### src/fbpa_pkg.sv
`timescale 1ns / 1ps
// Shared types, codes and widths of the fixed block pool allocator.
// No dependencies; every other file of the block imports this package.

package fbpa_pkg;

    localparam int MAX_BLOCKS_DEF = 1024;

    localparam int ADDR_W    = 40;
    localparam int BASE_W    = 32;
    localparam int SIZE_W    = 16;
    localparam int COUNT_W   = 11;
    localparam int USED_W    = 11;
    localparam int ACTION_W  = 2;
    localparam int STATUS_W  = 3;
    localparam int CFG_IDX_W = 2;
    localparam int CFG_W     = 32;
    localparam int CMD_BITS  = 3;

    localparam logic [BASE_W-1:0]  BASE_RST  = 32'd65536;
    localparam logic [SIZE_W-1:0]  SIZE_RST  = 16'd64;
    localparam logic [COUNT_W-1:0] COUNT_RST = 11'd1024;
    localparam logic [USED_W-1:0]  USED_MAX  = 11'h7FF;

    // register indexes on the configuration port
    localparam logic [CFG_IDX_W-1:0] CFG_BASE  = 2'd0;
    localparam logic [CFG_IDX_W-1:0] CFG_SIZE  = 2'd1;
    localparam logic [CFG_IDX_W-1:0] CFG_COUNT = 2'd2;

    // input actions
    localparam logic [ACTION_W-1:0] ACT_ALLOC   = 2'd0;
    localparam logic [ACTION_W-1:0] ACT_FREE    = 2'd1;
    localparam logic [ACTION_W-1:0] ACT_REBUILD = 2'd2;

    // result status codes
    localparam logic [STATUS_W-1:0] ST_OK         = 3'd0;
    localparam logic [STATUS_W-1:0] ST_EXHAUSTED  = 3'd1;
    localparam logic [STATUS_W-1:0] ST_BOUNDS     = 3'd2;
    localparam logic [STATUS_W-1:0] ST_MISALIGNED = 3'd3;
    localparam logic [STATUS_W-1:0] ST_NULL       = 3'd4;
    localparam logic [STATUS_W-1:0] ST_FULL       = 3'd5;

    // classified commands passed from the front end to the stack engine
    typedef enum logic [CMD_BITS-1:0] {
        CMD_ALLOC,
        CMD_FREE,
        CMD_NULL,
        CMD_BOUNDS,
        CMD_REBUILD,
        CMD_NOP
    } cmd_t;

    typedef struct packed {
        logic [ACTION_W-1:0] action;
        logic [ADDR_W-1:0]   free_address;
    } in_item_t;

    typedef struct packed {
        logic [STATUS_W-1:0] status;
        logic [ADDR_W-1:0]   block_address;
        logic [USED_W-1:0]   used_blocks;
    } out_item_t;

endpackage

### src/fbpa_front.sv
`timescale 1ns / 1ps
// Front end: accepts input transactions and classifies them into commands.
// Depends on fbpa_pkg for the item types and command codes.

module fbpa_front
    import fbpa_pkg::*;
#(
    parameter int MAX_BLOCKS = MAX_BLOCKS_DEF,
    localparam int DEP_W = $clog2(MAX_BLOCKS + 1),
    localparam int OFF_W = SIZE_W + DEP_W
)
(
    input  logic              clk,
    input  logic              rst_n,
    input  logic              push,
    output logic              full,
    input  in_item_t          in_item,
    input  logic [BASE_W-1:0] base_address,
    input  logic [SIZE_W-1:0] block_size,
    input  logic [DEP_W-1:0]  live_count,
    output logic              q_valid,
    input  logic              q_ready,
    output cmd_t              q_cmd,
    output logic [OFF_W-1:0]  q_offset
);

    localparam int EXT_W = ADDR_W + 1;

    logic              s1_valid_reg;
    in_item_t          s1_item_reg;
    logic              s2_valid_reg;
    in_item_t          s2_item_reg;
    logic [OFF_W-1:0]  s2_span_reg;
    logic [OFF_W-1:0]  span_next;
    logic              s1_adv;
    logic              s2_adv;
    logic              accept;
    logic [EXT_W-1:0]  start_ext;
    logic [EXT_W-1:0]  end_ext;
    logic [EXT_W-1:0]  addr_ext;
    logic [ADDR_W-1:0] offset_full;
    logic              out_of_pool;

    assign s2_adv = !s2_valid_reg || q_ready;
    assign s1_adv = !s1_valid_reg || s2_adv;
    assign full   = !s1_adv;
    assign accept = push && s1_adv;

    // pool span in bytes, registered ahead of the bounds compare
    assign span_next = OFF_W'(block_size) * OFF_W'(live_count);

    assign start_ext   = EXT_W'(base_address);
    assign end_ext     = start_ext + EXT_W'(s2_span_reg);
    assign addr_ext    = EXT_W'(s2_item_reg.free_address);
    assign offset_full = s2_item_reg.free_address - ADDR_W'(base_address);
    assign out_of_pool = (addr_ext < start_ext) || (addr_ext >= end_ext) ||
                         (block_size == '0);

    assign q_valid  = s2_valid_reg;
    assign q_offset = offset_full[OFF_W-1:0];

    always_comb
    begin
        case (s2_item_reg.action)
            ACT_ALLOC:   q_cmd = CMD_ALLOC;
            ACT_FREE:
            begin
                if (s2_item_reg.free_address == '0)
                begin
                    q_cmd = CMD_NULL;
                end
                else if (out_of_pool)
                begin
                    q_cmd = CMD_BOUNDS;
                end
                else
                begin
                    q_cmd = CMD_FREE;
                end
            end
            ACT_REBUILD: q_cmd = CMD_REBUILD;
            default:     q_cmd = CMD_NOP;
        endcase
    end

    always_ff @(posedge clk or negedge rst_n)
    begin
        if (!rst_n)
        begin
            s1_valid_reg <= 1'b0;
            s2_valid_reg <= 1'b0;
        end
        else
        begin
            if (s1_adv)
            begin
                s1_valid_reg <= push;
            end
            if (s2_adv)
            begin
                s2_valid_reg <= s1_valid_reg;
            end
        end
    end

    always_ff @(posedge clk)
    begin
        if (accept)
        begin
            s1_item_reg <= in_item;
        end
        if (s2_adv)
        begin
            s2_item_reg <= s1_item_reg;
            s2_span_reg <= span_next;
        end
    end

endmodule

### config.mk
export PLATFORM = sky130hd
export DESIGN_NAME = fbpa_front
export DESIGN_NICKNAME = d
export VERILOG_FILES = /design/src/fbpa_pkg.sv /design/src/fbpa_front.sv
export SDC_FILE = /design/constraint.sdc
export NUM_CORES = 1
export LEC_CHECK = 0
export BUFFER_PORTS_ARGS = -buffer_cell sky130_fd_sc_hd__buf_2
export CAP_MARGIN = 20
export CORE_MARGIN = 2
export CORE_UTILIZATION = 60
export DETAILED_ROUTE_END_ITERATION = 7
export GPL_ROUTABILITY_DRIVEN = 0
export PLACE_DENSITY = 0.86
export SYNTH_ARGS = -nofsm -noshare
export SYNTH_HDL_FRONTEND = slang
export SYNTH_SLANG_ARGS = --single-unit
export TNS_END_PERCENT = 1
### constraint.sdc
create_clock -name clk -period 14.1 [get_ports clk]
set_input_delay 2.82 -clock clk [delete_from_list [all_inputs] [get_ports clk]]
set_output_delay 2.82 -clock clk [all_outputs]
set_load 0.05 [all_outputs]
# Word level (Yosys, flattened, before mapping)
# Cells that the tools add are included.
# totals
register_bits	113
wordCells	28
in_bits	105
output_inout_bits	32
# op_classes
n_eq_ne	2
order_cmp	2
addsub	2
reduce_logical	11
multipliers	1
n_mux	3
# ops
op	n
$ge A40 B33 Y1	1
$logic_not A40 Y1	1
$lt A40 B32 Y1	1
$add A32 B27 Y33	1
$mul A16 B11 Y27	1
$sub A27 B27 Y27	1
$logic_not A16 Y1	1
$pmux W3 S3	1
$logic_or A1 B1 Y1	4
$mux W2	2
$logic_not A1 Y1	3
$eq A2 B1 Y1 const B	1
$eq A2 B2 Y1 const B	1
$logic_not A2 Y1	1
$logic_and A1 B1 Y1	1

# Depth between registers and ports, before layout
# Gate-level depths: netlist of run 1.
# depth
depth_word	7
mapped_depth	21
mapped_depth_nobuf	20

# Worst setup path after synthesis of run 1
# No wires, ideal clock.
# synth_path
path_type	input -> output
startpoint	input port base_address[10]
endpoint	output port q_cmd[1]
path_slack_ns	5.028
cell_stages	14
arrival_time_ns	6.252
n_path_buf	1
cell_sequence	ha_1 buf_2 nand4_1 a211oi_1 o21ai_0 a2111oi_2 o211ai_1 a31oi_1 o21ai_0 xnor2_1 ha_1 nand4_1 or4_1 o211ai_1
# synth_via
elab_chain_len	7
elab_cells_between_ends	8
classes_between	1 x add/sub; 2 x order compare; 3 x mux; 2 x reduce/logical
# synth_lines
element	line	source
start, declared	fbpa_front.sv:18	input logic [BASE_W-1:0] base_address,
$add A32 B27 Y33	fbpa_front.sv:53	assign end_ext = start_ext + EXT_W'(s2_span_reg);
$ge A40 B33 Y1	fbpa_front.sv:56	assign out_of_pool = (addr_ext < start_ext) || (addr_ext >= end_ext) ||
$logic_or A1 B1 Y1 * (2 in a row)	fbpa_front.sv:56	
$mux W2 *	fbpa_front.sv:72	else if (out_of_pool)
$mux W2 *	fbpa_front.sv:68	if (s2_item_reg.free_address == '0)
$pmux W3 S3 *	fbpa_front.sv:64	case (s2_item_reg.action)
end, declared	fbpa_front.sv:23	output cmd_t q_cmd,
# Mark *: on every way between the ends. The rest lies on a longest branch, timed or not.

# Final worst setup path of run 1
# layout_path
startpoint	input port base_address[6]
endpoint	output port q_cmd[1]
# The elaborated chain is that of the path after synthesis.

==> results by group, run 1 <==
Status
  • Status: completed

Yosys
  • Synth cell types: 69
  • Post-synthesis register bit count: 113
  • Syn avg cell area: 9.74 µm²
  • Seq/Total Area, Yosys: 26.3%
  • Mapped Area: 0.0129 mm²
  • Synth Instances: 1320
  • Yosys warns: 0
  • Post-synth EDFFs: 111
  • Syn nets: 1709
  • Synth async-reset ratio: 1.77%
  • Main synth FF type: edfxtp_1

Worst setup path
  • R2R Setup Slk: 12330 ps
  • Worst Path Max Fanout: 5
  • Required time of the critical path: 11280 ps
  • Reg2reg end: s1_item_reg[1]
  • WP data arrival: 6680 ps
  • Startpoint Class: input pin
  • R2R depth: 2
  • R2R Path Start: q_valid
  • Critical path class: in2out
  • CP Capture Type: primary output

GRT
  • First-pass GRT wire length: 49600 µm
  • Initial antenna violation count: 1
  • GRT Util Overall: 27.8%
  • Largest net degree at the start of global routing: 63
  • Vias in the first global route: 10195
  • Total gr overflow: 0

Final layout
  • Design Area, Final: 0.0144 mm²
  • Final std cells w/o fill: 1734
  • Fillcell total: 1483
  • P&R area growth vs syn: 11.6%
  • Register area: 0.00338 mm²
  • Layout cells sized above 1: 13.1%
  • Area of the multi-input gates: 0.00855 mm²
  • Max reg flops: 42
  • Layout Nets: 1835

Clock tree
  • CTS Buf Count: 17
  • Clock slew at reported path FFs: 50 ps
  • Post-CTS setup buffer count: 0
  • Max clock buf depth: 2
  • Htree depth: 4
  • Hold_buf cts: 0
  • TritonCTS clock tree: yes
  • Root buffer cell: clkbuf_16
  • Later-pin clock latency in the skew report: 400 ps
  • CTS Sinks: 113
  • Post-CTS sizing: 0

Die
  • CORE AREA: 0.0210 mm²
  • Die width: 150 µm
  • Die area: 0.0226 mm²
  • Ports: 137
  • Row cnt: 53
  • Chip height: 150 µm
  • Initial Util: 61.2%

Routing
  • First drt pass iteration count: 5
  • Post-DR vias/cell: 5.88
  • Per-cell routed wire length: 17.5 µm
  • Drt total wl: 30400 µm
  • Remaining DRCs: 0
  • DR iter-0 viols: 650
  • DRT antenna net count: 0
  • Detailed-route via count: 10188

STA
  • Worst-margin pin slew: 988 ps
  • Max-slew headroom: 34.1%
  • Period minus WS final: 9500 ps
  • Setup WS post-layout: 4600 ps
  • Fmax: 105 MHz
  • Setup TNS: 0 ps
  • Final Hold Fails: 0
  • Final Slew Violations: 0
  • Final period util: 67.4%
  • Final setup fails: 0
  • RSZ-0062 raised after global routing: false
  • Max Clock Skew: 6.42 ps

Placed design
  • PortBufs: 136
  • Dpl cell area: 0.0138 mm²
  • Pre-CTS setup slack: 4690 ps
  • Post-DP HPWL: 23500 µm
  • DP Cell Count: 1702

Worst hold path
  • Worst hold path class: reg2reg
  • Worst Hold Path EP: addr_ext[14]
  • Hold path startpoint: s1_item_reg[14]
  • Hold depth: 0

Power and ir drop
  • Power per standard cell area: 202 mW/mm²
  • Leakage power: 0.00686 µW
  • Total power: 2910 µW
  • Peak VDD IR: 0.000157 V

Job
  • Max Cap Violations: 0
## synth_stat cells, types with 2 or more instances
master	n	area, µm²
inv_1	217	815
ha_1	157	1960
nand2_1	154	578
fa_1	127	2540
edfxtp_1	111	3330
and2_1	75	469
a21oi_1	67	335
xnor2_1	44	385
nor2_1	41	154
o21ai_0	37	185
clkbuf_1	28	105
xor2_1	26	228
a21o_1	25	188
nor3_1	23	115
nand3_1	16	80.1
nand4_1	16	100
nor4_1	15	93.8
nand2b_1	11	68.8
nor2b_1	11	68.8
o21a_1	9	67.6
o21bai_1	9	67.6
and3_1	8	50.1
a211oi_1	6	45.0
a31oi_1	6	37.5
o211ai_1	6	45.0
or3_1	6	37.5
a21o_2	4	35.0
o31ai_1	4	30.0
or4_1	4	30.0
a2111oi_0	3	26.3
a21boi_0	3	22.5
a21oi_2	3	26.3
o2111ai_1	3	26.3
a2111oi_2	2	30.0
a221o_1	2	20.0
a41oi_1	2	17.5
and2_2	2	15.0
buf_2	2	10.0
dfrtp_1	2	50.1
mux2i_1	2	20.0
nand3b_1	2	15.0
o211a_1	2	20.0
## per-layer routing
metal  wire [µm]  vias up  GRT usage, %
met5           0        -             0
met4        1060        0          10.8
met3        2620       73          4.70
met2       14400      549          46.4
met1       12300     4851          36.5
li1            -     4715             -
## worst max-delay path by stage
stage	start	to
final	base_address[6]	q_cmd[1]
after floorplan	base_address[10]	q_cmd[1]
after CTS	base_address[0]	q_cmd[1]
after detailed placement	base_address[0]	q_cmd[1]
after global placement	base_address[6]	q_cmd[1]
after global routing	base_address[6]	q_cmd[1]
## cell usage in the layout, fill, tap and decap left out, types with 4 or more instances in the layout
master and n:
a21o_1 25, nand2b_1 10, nand3_1 16, ha_1 157, nor4_1 15, and3_1 8, nand2_1 154, a21o_2 4
inv_1 217, o21bai_1 9, nor2b_1 11, a31oi_1 6, nand4_1 16, o21ai_0 37, clkinv_1 4, or4_1 4
o211ai_1 6, fa_1 127, o31ai_1 4, nor2_1 41, clkbuf_16 17, xnor2_1 44, xor2_1 26, o21a_1 9
a21oi_1 67, edfxtp_1 111, nor3_1 23, or3_1 6, and2_1 74, a211oi_1 6, buf_2 136
## stage by stage
stage	util, %	hold WS, ps
finish	68.3	413
global route	68.3	425
CTS	68.3	414
detailed placement	65.5	405
global placement	65.5	400
floorplan	-	400
## cell families after synthesis
kind of cell | share of synthesized area (%)
muxes | 0.156
adders and majority gates | 35.1
xor gates and xnor gates | 4.77
buffers and inverters | 7.23
AOI/OAI and AO/OA | 11.3
and+or+nand+nor | 15.2
DFF | 26.3
## layout make-up
class | instances | area share [%]
multi-input cells | 960 | 59.5
clock inverters | 13 | 1.01
flip-flops and latches | 113 | 23.6
inverters | 217 | 5.67
diodes | 1 | 0.0174
clock buffers | 18 | 2.99
well taps | 275 | 2.40
repair buffers | 137 | 4.79
## report_power, final
part / leakage, µW / switching, µW / internal [µW]
sequential: 0.00111 / 35.8 / 496
combinational: 0.00547 / 1170 / 789
clock: 0.000279 / 143 / 273
total: 0.00686 / 1350 / 1560
## worst max-delay path: stages
cell and delay (ps):
buf_2 120, ha_1 350, a2111oi_0 600, a211oi_1 100
o21ai_0 210, a2111oi_2 180, o21ai_0 280, nand2b_1 100
a21oi_1 190, xor2_1 190, ha_1 290, a21oi_1 170
nor2b_1 60, o21ai_0 150, a21oi_1 90, o21ai_0 160
a21oi_1 90, o21ai_0 180, o211ai_1 120, buf_2 240
No activity file was read; power rests on OpenSTA's default activity.
==> run 2, diff against run 1 <==
- CORE_UTILIZATION: 60 -> 55
- PLACE_DENSITY: 0.86 -> 0.83
- clock period: 14.1 -> 8.4 ns (I/O delays scaled with it)
==> run 2 against run 1 <==
Critical path depth is 2 lower; clock power is 87% higher; global-route usage is 2.7 points lower; sequential share of layout area is 0.21 points lower; clock skew is 2.3 ps higher; final area is 0.88% higher; largest cell class unchanged; flip-flop and latch count stayed put; sequential power is 68% higher.
==> results by group, run 2 (synthesized netlist as in run 1, its figures left out) <==
Final layout
  • Core Util, Final: 63.6%
  • Layout Nets: 1835
  • Area of the multi-input gates: 0.00855 mm²
  • Most frequent cells in the layout: 217 x inv_1, 157 x ha_1, 154 x nand2_1, 136 x buf_2, 127 x fa_1
  • Layout cells sized above 1: 13.3%
  • Commonest non-fill, non-tap cell in the layout: inv_1
  • P&R area growth vs syn: 12.6%
  • Register area: 0.00338 mm²
  • Fillcell total: 1789
  • Max reg flops: 42
  • Design Area, Final: 0.0145 mm²

Job
  • Max Cap Violations: 0

Clock tree
  • Later-pin clock latency in the skew report: 400 ps
  • Clock slew at reported path FFs: 60 ps
  • TritonCTS clock tree: yes
  • Root buffer cell: clkbuf_16
  • Htree depth: 4
  • Max clock buf depth: 2
  • Hold_buf cts: 0
  • Post-CTS setup buffer count: 0
  • CTS Sinks: 113
  • CTS Buf Count: 17
  • Post-CTS sizing: 0

Die
  • Row cnt: 55
  • Initial Util: 56.4%
  • CORE AREA: 0.0228 mm²
  • Die width: 157 µm
  • Die area: 0.0246 mm²
  • Chip height: 157 µm
  • Ports: 137

Routing
  • Remaining DRCs: 0
  • Drt total wl: 29700 µm
  • Detailed-route via count: 9952
  • DRT antenna net count: 0
  • Per-cell routed wire length: 16.7 µm
  • DR iter-0 viols: 616
  • First drt pass iteration count: 5
  • Post-DR vias/cell: 5.61

STA
  • Period minus WS final: 7180 ps
  • Setup WS post-layout: 1220 ps
  • Final Slew Violations: 0
  • Max Clock Skew: 8.74 ps
  • Final Hold Fails: 0
  • Final setup fails: 0
  • Final period util: 85.4%
  • Max-slew headroom: 34.5%
  • RSZ-0062 raised after global routing: false
  • Worst-margin pin slew: 983 ps
  • Fmax: 139 MHz
  • Setup TNS: 0 ps

Worst setup path
  • Startpoint Class: input pin
  • Critical path class: in2out
  • WP data arrival: 5500 ps
  • CP Capture Type: primary output
  • Worst Path Max Fanout: 5
  • R2R depth: 2
  • Required time of the critical path: 6720 ps

Power and ir drop
  • Total power: 4850 µW
  • Peak VDD IR: 0.000244 V
  • Leakage power: 0.00690 µW
  • Power per standard cell area: 335 mW/mm²

GRT
  • Initial antenna violation count: 3
  • First-pass GRT wire length: 48500 µm
  • Total gr overflow: 0
  • GRT Util Overall: 25.1%
  • Largest net degree at the start of global routing: 65
  • Vias in the first global route: 9996

Worst hold path
  • Hold depth: 0
  • Worst hold path class: reg2reg

Status
  • Status: completed

Placed design
  • Dpl cell area: 0.0138 mm²
  • PortBufs: 136
  • Post-DP HPWL: 23700 µm
  • Pre-CTS setup slack: 1300 ps
-- run 2: final timing paths --
path                                       from             end  slack [ps]
worst max-delay path            base_address[6]        q_cmd[1]        1220
worst min-delay path            s1_item_reg[26]    addr_ext[26]         410
worst max register to register          q_valid  s1_item_reg[0]        6640
worst min register to register  s1_item_reg[26]    addr_ext[26]         410
max in group asynchronous                 rst_n         q_valid        7240
min in group asynchronous                 rst_n    s1_valid_reg        1060
-- run 2: area by class of cell --
type | count | area share, %
diodes | 3 | 0.0518
repair buffers | 137 | 4.75
clock buffers | 22 | 3.21
multi-input cells | 960 | 59.0
well taps | 313 | 2.70
clock inverters | 10 | 1.27
flip-flops and latches | 113 | 23.4
inverters | 217 | 5.63
-- run 2: per-layer routing --
metal | global-route usage (%) | up-vias | wire length, µm
li1 | - | 4714 | -
met1 | 33.8 | 4779 | 12500
met2 | 40.9 | 406 | 14300
met3 | 4.26 | 53 | 2090
met4 | 9.48 | 0 | 879
met5 | 0 | - | 0
-- run 2: through the flow --
step / hold slack, ps / instances
floorplan: 400 / 1320
global placement: 401 / 1740
detailed placement: 405 / 1740
CTS: 413 / 1772
global route: 418 / 1774
finish: 407 / 1775
-- run 2: critical path: stages --
cell       delay, ps
buf_2            110
ha_1             350
a2111oi_0        580
a21oi_1          110
o211ai_1         170
o221ai_1         160
a21oi_1          270
xnor2_1          180
ha_1             280
a21oi_1          170
nor2b_1           60
o21ai_0          180
o211ai_1         140
a41oi_1          350
nor3_1           110
nor2_1           210
o211ai_1         140
buf_2            240
-- run 2: power by group --
part	internal, µW	switching [µW]
clock network	541	235
logic	1320	1860
registers	833	59.2
total	2690	2160
