**config.mk**
```make
export PLATFORM = sky130hd
export DESIGN_NAME = fbpa_fifo
export DESIGN_NICKNAME = d
export VERILOG_FILES = /design/src/fbpa_pkg.sv /design/src/fbpa_fifo.sv
export SDC_FILE = /design/constraint.sdc
export NUM_CORES = 1
export LEC_CHECK = 0
export BUFFER_PORTS_ARGS = -buffer_cell sky130_fd_sc_hd__clkbuf_2
export CAP_MARGIN = 15
export CORE_ASPECT_RATIO = 1.4
export CORE_MARGIN = 8
export CORE_UTILIZATION = 35
export CTS_BUF_LIST = sky130_fd_sc_hd__clkbuf_8
export CTS_CLUSTER_DIAMETER = 80
export DETAILED_ROUTE_END_ITERATION = 6
export SKIP_LAST_GASP = 1
export SLEW_MARGIN = 20
export SYNTH_ARGS = -nofsm -noshare
export SYNTH_HDL_FRONTEND = slang
export SYNTH_SLANG_ARGS = --single-unit
```
**constraint.sdc**
```tcl
create_clock -name clk -period 3.2 [get_ports clk]
set_clock_uncertainty 0.05 [all_clocks]
set_input_delay 0.64 -clock clk [delete_from_list [all_inputs] [get_ports clk]]
set_output_delay 0.64 -clock clk [all_outputs]
set_load 0.05 [all_outputs]
```
**src/fbpa_pkg.sv**
```systemverilog
`timescale 1ns / 1ps
// Shared types, codes and widths of the fixed block pool allocator.
// No dependencies; every other file of the block imports this package.

package fbpa_pkg;

    localparam int MAX_BLOCKS_DEF = 1024;

    localparam int ADDR_W    = 40;
    localparam int BASE_W    = 32;
    localparam int SIZE_W    = 16;
    localparam int COUNT_W   = 11;
    localparam int USED_W    = 11;
    localparam int ACTION_W  = 2;
    localparam int STATUS_W  = 3;
    localparam int CFG_IDX_W = 2;
    localparam int CFG_W     = 32;
    localparam int CMD_BITS  = 3;

    localparam logic [BASE_W-1:0]  BASE_RST  = 32'd65536;
    localparam logic [SIZE_W-1:0]  SIZE_RST  = 16'd64;
    localparam logic [COUNT_W-1:0] COUNT_RST = 11'd1024;
    localparam logic [USED_W-1:0]  USED_MAX  = 11'h7FF;

    // register indexes on the configuration port
    localparam logic [CFG_IDX_W-1:0] CFG_BASE  = 2'd0;
    localparam logic [CFG_IDX_W-1:0] CFG_SIZE  = 2'd1;
    localparam logic [CFG_IDX_W-1:0] CFG_COUNT = 2'd2;

    // input actions
    localparam logic [ACTION_W-1:0] ACT_ALLOC   = 2'd0;
    localparam logic [ACTION_W-1:0] ACT_FREE    = 2'd1;
    localparam logic [ACTION_W-1:0] ACT_REBUILD = 2'd2;

    // result status codes
    localparam logic [STATUS_W-1:0] ST_OK         = 3'd0;
    localparam logic [STATUS_W-1:0] ST_EXHAUSTED  = 3'd1;
    localparam logic [STATUS_W-1:0] ST_BOUNDS     = 3'd2;
    localparam logic [STATUS_W-1:0] ST_MISALIGNED = 3'd3;
    localparam logic [STATUS_W-1:0] ST_NULL       = 3'd4;
    localparam logic [STATUS_W-1:0] ST_FULL       = 3'd5;

    // classified commands passed from the front end to the stack engine
    typedef enum logic [CMD_BITS-1:0] {
        CMD_ALLOC,
        CMD_FREE,
        CMD_NULL,
        CMD_BOUNDS,
        CMD_REBUILD,
        CMD_NOP
    } cmd_t;

    typedef struct packed {
        logic [ACTION_W-1:0] action;
        logic [ADDR_W-1:0]   free_address;
    } in_item_t;

    typedef struct packed {
        logic [STATUS_W-1:0] status;
        logic [ADDR_W-1:0]   block_address;
        logic [USED_W-1:0]   used_blocks;
    } out_item_t;

endpackage

```
**src/fbpa_fifo.sv**
```systemverilog
`timescale 1ns / 1ps
// Small first-in first-out queue with valid/ready on both sides.
// Depends on fbpa_pkg for the default width (the result item).

module fbpa_fifo
    import fbpa_pkg::*;
#(
    parameter int WIDTH = $bits(out_item_t),
    parameter int DEPTH = 2
)
(
    input  logic             clk,
    input  logic             rst_n,
    input  logic             wr_valid,
    output logic             wr_ready,
    input  logic [WIDTH-1:0] wr_data,
    output logic             rd_valid,
    input  logic             rd_ready,
    output logic [WIDTH-1:0] rd_data
);

    localparam int PTR_W = (DEPTH > 1) ? $clog2(DEPTH) : 1;
    localparam int CNT_W = $clog2(DEPTH + 1);
    localparam logic [PTR_W-1:0] PTR_LAST = PTR_W'(DEPTH - 1);
    localparam logic [CNT_W-1:0] CNT_FULL = CNT_W'(DEPTH);

    logic [WIDTH-1:0] store_reg [DEPTH];
    logic [PTR_W-1:0] wr_ptr_reg;
    logic [PTR_W-1:0] rd_ptr_reg;
    logic [CNT_W-1:0] count_reg;
    logic             wr_fire;
    logic             rd_fire;

    assign wr_ready = (count_reg != CNT_FULL);
    assign rd_valid = (count_reg != '0);
    assign rd_data  = store_reg[rd_ptr_reg];
    assign wr_fire  = wr_valid && wr_ready;
    assign rd_fire  = rd_valid && rd_ready;

    always_ff @(posedge clk or negedge rst_n)
    begin
        if (!rst_n)
        begin
            wr_ptr_reg <= '0;
            rd_ptr_reg <= '0;
            count_reg  <= '0;
        end
        else
        begin
            if (wr_fire)
            begin
                wr_ptr_reg <= (wr_ptr_reg == PTR_LAST) ? '0 : wr_ptr_reg + 1'b1;
            end
            if (rd_fire)
            begin
                rd_ptr_reg <= (rd_ptr_reg == PTR_LAST) ? '0 : rd_ptr_reg + 1'b1;
            end
            if (wr_fire && !rd_fire)
            begin
                count_reg <= count_reg + 1'b1;
            end
            else if (rd_fire && !wr_fire)
            begin
                count_reg <= count_reg - 1'b1;
            end
        end
    end

    always_ff @(posedge clk)
    begin
        if (wr_fire)
        begin
            store_reg[wr_ptr_reg] <= wr_data;
        end
    end

endmodule

```
After elaboration in Yosys (flattened, before gate mapping)
Memory sizes are Yosys's and may differ from the RTL's.
Index checks and enable logic that the tools add are counted.
{ "word_totals": {"reg_bits": 4, "ram_bits": 108, "wordCells": 23, "memories": 1} }
{ "memory_table": {"columns": ["memory", "words", "word_bits", "rd", "rd_clocked_by_memory_dff", "wr", "line_no", "rtl"], "rows": [
  ["store_reg", 2, 54, 1, 0, 1, "fbpa_fifo.sv:27", "logic [WIDTH-1:0] store_reg [DEPTH];"]
]} }
{ "classes": {"add_sub_neg": 4, "n_eq_ne": 1, "n_mux": 6, "reduce_logical": 8} }
{ "op_table": {"columns": ["op", "n"], "rows": [
  ["logical AND 1 bit", 4],
  ["2-to-1 mux 1 bit", 4],
  ["2-to-1 mux 2 bit", 2],
  ["nonzero test 2 bit", 2],
  ["adder 1 bit, second input constant", 2],
  ["adder 2 x 1 -> 2 bit, second input constant", 1],
  ["logical NOT 1 bit", 2],
  ["!= test 2 bit, second input constant", 1],
  ["subtractor 2 x 1 -> 2 bit, second input constant", 1]
]} }

Longest topological paths before layout
Gate-level depths: netlist of the first run.
{ "logic_depth": {"depth_word": 6, "mapped_depth": 7} }

Worst setup path before layout of the first run
No wires, ideal clock.
{ "synth_path": {"path_kind": "register to register", "startpoint": "register count_reg[0]", "endpoint": "memory store_reg[0][0] (netlist bit), enable pin", "setup_ns": 0.466, "arrival_time_ns": 3.333, "required_ns": 2.684, "setup_slack_ns": -0.650, "stages_incl_launch_ff": 4, "n_path_buf": 0, "period_less_slack_ns": 3.850, "path_cell_list": "dfrtp_1 nand2b_1 nand2_1 nor2_1"} }
{ "synth_via": {"elab_chain_len": 4} }
{ "synth_rtl": {"columns": ["item", "line_no", "rtl"], "rows": [
  ["start: declaration", "fbpa_fifo.sv:30", "logic [CNT_W-1:0] count_reg;"],
  ["start signal: assignment", "fbpa_fifo.sv:60", "count_reg <= count_reg + 1'b1;"],
  ["start signal: assignment", "fbpa_fifo.sv:64", "count_reg <= count_reg - 1'b1;"],
  ["!= test 2 bit", "fbpa_fifo.sv:34", "assign wr_ready = (count_reg != CNT_FULL);"],
  ["net wr_ready", "fbpa_fifo.sv:15", "output logic wr_ready,"],
  ["logical AND 1 bit", "fbpa_fifo.sv:37", "assign wr_fire = wr_valid && wr_ready;"],
  ["2-to-1 mux 1 bit", "fbpa_fifo.sv:71", "if (wr_fire)"],
  ["2-to-1 mux 1 bit (not written as such)", "fbpa_fifo.sv:73", "store_reg[wr_ptr_reg] <= wr_data;"],
  ["end: declaration", "fbpa_fifo.sv:27", null]
]} }
The timed path passes the listed nets, and every way through them passes these cells.

Worst setup path in the final report of the first run
{ "layout_path": {"startpoint": "register rd_ptr_reg", "endpoint": "output rd_data[39]"} }
{ "layout_via": {"elab_chain_len": 1} }
{ "layout_rtl": {"columns": ["item", "line_no", "rtl"], "rows": [
  ["start: declaration", "fbpa_fifo.sv:29", "logic [PTR_W-1:0] rd_ptr_reg;"],
  ["start signal: assignment", "fbpa_fifo.sv:56", "rd_ptr_reg <= (rd_ptr_reg == PTR_LAST) ? '0 : rd_ptr_reg + 1'b1;"],
  ["memory (2 x 54 bit)", null, null],
  ["end: declaration", "fbpa_fifo.sv:19", "output logic [WIDTH-1:0] rd_data"]
]} }
Every way passes these cells.

==> impl_metrics.py, run 1 <==
metrics = {
    "status": {
        "status": "finished clean",
    },
    "critical_path": {
        "r2r-start": "count_reg[0]",
        "startpoint_type": "flip-flop",
        "rr_worst_depth": 3,
        "cp_slowest_cell": "dfrtp_4",
        "arrival_ps": 1920,
        "cp_cell_sequence": "buf_4 > mux2_2 > clkbuf_2",
        "setup.worst_path.start": "rd_ptr_reg",
        "max_stage_delay_ps": 670,
        "reg2reg_slack_ps": 1340,
        "regToRegEndpoint": "store_reg[1][9]",
        "path_class": "flip-flop to output port",
        "critPathMaxFanout": 20,
        "worst_ep_required_time_ps": 2510,
        "cp-end-kind": "output port",
    },
    "route": {
        "ant_nets": 0,
        "drt_iter0_markers": 64,
        "vias": 2054,
        "avgRoutedWirePerCell_um": 16.6,
        "dr.pass1.iters": 4,
        "wl_um": 7730,
        "vias_per_cell": 4.42,
        "drc_errors": 0,
    },
    "final_layout": {
        "final_area_um2": 5260,
        "n_antenna_cell": 0,
        "seq_area_um2": 3350,
        "multiInputGateArea_um2": 891,
        "largest_register_ffs": 108,
        "nFillCells": 1104,
        "syn2layout_area_growth_pct": 21.2,
        "drive_gt1_share_pct": 60.6,
        "nets": 369,
    },
    "clock_network": {
        "cts_resized": 0,
        "htree_num_levels": 3,
        "ctsHoldBuffers": 1,
        "cts_tree": "yes",
        "clock-root-buffer": "clkbuf_8",
        "worstSkewPairLatency_ps": 360,
        "numClockSinks": 112,
        "cts_buffers": 9,
        "clk_path_buf_depth": 2,
        "postCtsSetupRepairBufs": 0,
        "path_clk_slew_ps": 100,
    },
    "synth": {
        "synth_edf_count": 108,
        "yosysMostFrequentCell": "edfxtp_1",
        "synth_top_cell_by_area": "edfxtp_1",
        "ys_ff_latch": 112,
        "syn_avg_cell_area_um2": 23.3,
        "ys_seq_area_share_pct": 77.0,
        "mappedNetlistNets": 245,
        "netlist_area_um2": 4340,
        "synth.distinct_cells": 15,
        "yosys-top-cells-area": "edfxtp_1, mux2_4, buf_12",
        "netlist.area_leader.share_pct": 74.7,
        "postSynthCellCount": 186,
        "yosys_warnings": 0,
        "async_reset_ff_share_pct": 3.57,
        "synth_common_cells": "edfxtp_1, mux2_4, buf_12, mux2_2, dfrtp_1",
        "synthFlopType": "edfxtp_1",
    },
    "floorplan": {
        "rows": 48,
        "die_area_um2": 16300,
        "ios": 114,
        "die_w_um": 110,
        "start_util_pct": 35.6,
        "core_area_um2": 12200,
        "die_h_um": 148,
    },
    "place": {
        "placed_area_um2": 5070,
        "numPortBuffers": 113,
        "dp_hpwl_um": 5440,
        "gp_congestion": 0.680,
        "dp_worst_setup_slack_ps": 946,
    },
    "sta": {
        "setup_slack_ps": 592,
        "fmax_mhz": 383,
        "slew_viol_final": 0,
        "rsz0062_at_grt": "false",
        "holdWs_ps": 411,
        "setup_viol": 0,
        "slew_headroom_pct": 59.1,
        "final.period_utilization_pct": 81.5,
        "tightestPinTransition_ps": 614,
        "setup_tns_ps": 0,
        "finalWorstPathRequiredPeriod_ps": 2610,
        "finalHoldViolations": 0,
    },
    "global_routing": {
        "gr-total-overflow": 0,
        "grt_usage_pct": 9.62,
        "grt_pass1_vias": 2336,
        "grt_max_degree": 55,
        "grt_first_pass_wirelength_um": 11600,
        "grt_antenna_before_repair": 0,
    },
    "worst_hold_path": {
        "hold_path_class": "primary input to flip-flop",
        "holdPathStages": 1,
        "worstHoldEndpoint": "store_reg[1][35]",
        "min-delay-start": "wr_data[35]",
    },
    "power_and_ir_drop": {
        "ir_drop_mv": 0.671,
        "total_power_mw": 5.49,
        "p_per_area_nw_per_um2": 1040,
        "p_leak_nw": 2.12,
    },
    "job": {
        "cap_violations": 0,
    },
}
worst max-delay path, delay by kind of cell, from the launching register on:
kind / cells / cell delay, ps
buffers and inverters: 2 / 520
DFF: 1 / 670
muxes: 1 / 350
cells in the final DEF (no fill, tap or decap), types with 2 or more instances in the layout:
master,instances
clkbuf_2,113
edfxtp_1,108
mux2_4,49
clkbuf_8,9
mux2_2,5
clkinv_4,4
xnor2_1,3
dfrtp_1,3
buf_12,3
nand2_1,2
xor2_1,2
buf_4,2
layer usage:
metal	up-vias	GRT usage (%)	wire (um)
li1	972	-	-
met4	0	4.62	131
met3	6	3.18	560
met5	-	0	0
met1	1018	9.41	2690
met2	58	17.4	4350
report_power, final:
part	total (mW)	leakage (nW)	internal, mW	switching, mW
sequential	2.16	1.05	2.01	0.152
clock	0.754	0.0898	0.290	0.464
combinational	2.58	0.981	0.837	1.74
worst max path at each step:
stage,endpoint,slack (ps),cells after the start
after floorplan,store_reg[0][0],250,3
after detailed placement,rd_data[39],950,3
after CTS,rd_data[39],520,3
after global placement,rd_data[39],960,3
after global routing,rd_data[34],480,3
final,rd_data[39],590,3
cell families after synthesis:
kind of cell,synth area share [%]
flops,77.0
fa+ha+maj,0.288
simple gates,0.779
mux,18.2
buf+inv,2.65
xor+xnor,1.01
per-stage QoR:
stage                     std cells  util, %
after CTS                       465     43.1
after detailed placement        448     41.6
after global placement          448     41.6
after floorplan                 186        -
after global routing            465     43.1
final                           465     43.1
layout make-up:
class                      count  share of cell area, %
timing repair buffer         119                   12.4
sequential                   112                   63.6
clock buffer                   9                   2.35
tap                          150                   3.57
multi-input combinational     67                   16.9
inverter                       1                 0.0714
clock inverter                 7                   1.07
Note: power is estimated with default switching activity, not from simulation.
==> run 2, diff against run 1 <==
==> constraint.sdc (replaced) <==
create_clock -name clk -period 2.7 [get_ports clk]
set_clock_uncertainty 0.05 [all_clocks]
set_input_delay 0.54 -clock clk [delete_from_list [all_inputs] [get_ports clk]]
set_output_delay 0.54 -clock clk [all_outputs]
set_load 0.05 [all_outputs]
==> impl_metrics.py, run 2 (synthesis results as in run 1) <==
metrics = {
    "sta": {
        "tightestPinTransition_ps": 490,
        "setup_tns_ps": 0,
        "finalHoldViolations": 0,
        "final.period_utilization_pct": 92.5,
        "fmax_mhz": 400,
        "rsz0062_at_grt": "false",
        "finalWorstPathRequiredPeriod_ps": 2500,
        "slew_headroom_pct": 67.3,
        "slew_viol_final": 0,
        "holdWs_ps": 311,
        "setup_viol": 0,
    },
    "clock_network": {
        "path_clk_slew_ps": 100,
        "cts_resized": 0,
        "clk_path_buf_depth": 2,
        "htree_num_levels": 3,
        "clock-root-buffer": "clkbuf_8",
        "worstSkewPairLatency_ps": 360,
        "numClockSinks": 112,
        "cts_buffers": 9,
        "postCtsSetupRepairBufs": 0,
        "cts_tree": "yes",
    },
    "final_layout": {
        "layout_commonest_cell": "clkbuf_2",
        "largest_register_ffs": 108,
        "drive_gt1_share_pct": 60.5,
        "n_antenna_cell": 0,
        "seq_area_um2": 3350,
        "nets": 370,
        "final_cell_mix": "clkbuf_2, edfxtp_1, mux2_4, clkbuf_8, mux2_2",
        "nFillCells": 1129,
        "syn2layout_area_growth_pct": 20.7,
        "multiInputGateArea_um2": 891,
    },
    "route": {
        "vias": 2061,
        "drc_errors": 0,
        "avgRoutedWirePerCell_um": 17.2,
        "wl_um": 7980,
        "dr.pass1.iters": 4,
        "drt_iter0_markers": 75,
        "ant_nets": 0,
        "vias_per_cell": 4.44,
    },
    "global_routing": {
        "grt_antenna_before_repair": 1,
        "grt_pass1_vias": 2367,
        "grt_max_degree": 37,
        "grt_first_pass_wirelength_um": 12100,
        "grt_usage_pct": 10.0,
        "gr-total-overflow": 0,
    },
    "worst_hold_path": {
        "worstHoldEndpoint": "store_reg[1][6]",
        "min-delay-start": "wr_data[6]",
        "holdPathStages": 1,
        "hold_path_class": "primary input to flip-flop",
    },
    "critical_path": {
        "reg2reg_slack_ps": 1000,
        "critPathMaxFanout": 20,
        "cp-end-kind": "output port",
        "r2r-start": "count_reg[0]",
        "rr_worst_depth": 4,
        "regToRegEndpoint": "store_reg[0][0]",
        "arrival_ps": 1910,
        "worst_ep_required_time_ps": 2110,
        "path_class": "flip-flop to output port",
        "startpoint_type": "flip-flop",
    },
    "power_and_ir_drop": {
        "total_power_mw": 6.48,
        "clockPowerShare_pct": 13.6,
        "p_per_area_nw_per_um2": 1240,
        "ir_drop_mv": 0.601,
        "pwr-share-comb_pct": 46.8,
        "p_leak_nw": 2.12,
        "p_sw_mw": 2.78,
        "p_sw_share_pct": 42.9,
        "p_int_mw": 3.70,
        "power_frac_seq_pct": 39.6,
    },
    "floorplan": {
        "die_area_um2": 16300,
        "rows": 48,
        "die_w_um": 110,
        "ios": 114,
        "core_area_um2": 12200,
        "die_h_um": 148,
        "start_util_pct": 35.6,
    },
    "job": {
        "cap_violations": 0,
    },
    "place": {
        "gp_congestion": 0.667,
        "dp_hpwl_um": 5720,
        "numPortBuffers": 113,
    },
    "status": {
        "status": "finished clean",
    },
}
[run 2: cell count changes in the layout (fill, tap and decap cells not counted)]
| cell | delta |
|---|---|
| buf_12 | -1 |
| inv_8 | +1 |
| buf_4 | +2 |
| inv_6 | +1 |
| clkinv_4 | -4 |
[run 2: routing by layer]
layer | GRT usage [%] | up-vias | share of wire [%]
li1 | - | 975 | -
met1 | 9.36 | 1006 | 35
met2 | 18.3 | 64 | 55
met3 | 2.83 | 14 | 7.2
met4 | 6.22 | 2 | 2.5
met5 | 0 | - | 0.13
[run 2: power by group through the flow]
stage | registers, mW | logic, mW | clock network (mW)
after detailed placement | 2.62 | 3.10 | 0
after global routing | 2.61 | 3.20 | 0.977
final | 2.57 | 3.04 | 0.880
after floorplan | 2.50 | 2.68 | 0
after CTS | 2.58 | 3.10 | 0.923
after global placement | 2.60 | 3.08 | 0
[run 2: worst max-delay path by stage]
stage / depth (start not counted) / slack [ps] / end / from
after global routing: 3 / 120 / rd_data[39] / rd_ptr_reg
final: 3 / 200 / rd_data[34] / rd_ptr_reg
after floorplan: 3 / 320 / store_reg[0][0] / count_reg[0]
after detailed placement: 3 / 580 / rd_data[34] / rd_ptr_reg
after global placement: 3 / 580 / rd_data[34] / rd_ptr_reg
after CTS: 3 / 150 / rd_data[34] / rd_ptr_reg
[run 2: stage by stage]
step / area [um2] / worst slack [ps] / util (%) / instances
final: 5240 / 203 / 43.0 / 464
after global routing: 5240 / 115 / 43.0 / 464
after CTS: 5240 / 154 / 43.0 / 464
after detailed placement: 5060 / 576 / 41.5 / 449
after global placement: 5060 / 580 / 41.5 / 449
after floorplan: 4350 / 321 / - / 186
[run 2: what timing repair did]
action	4_1_cts	5_1_grt
endpoints found under the setup margin	0	0
hold buffers	1	0
hold endpoints to repair	4	0
[run 2: area by class of cell]
cell class	count	area share, %
Tap cell	150	3.58
Clock buffer	9	2.36
Sequential cell	112	63.9
Timing Repair Buffer	120	12.3
Multi-Input combinational cell	67	17.0
Inverter	1	0.0716
Clock inverter	5	0.788
[run 2: critical path, cell delays in order, from the launching register on]
cell      delay (ps)
dfrtp_4          690
buf_12           240
mux2_2           350
clkbuf_2         240
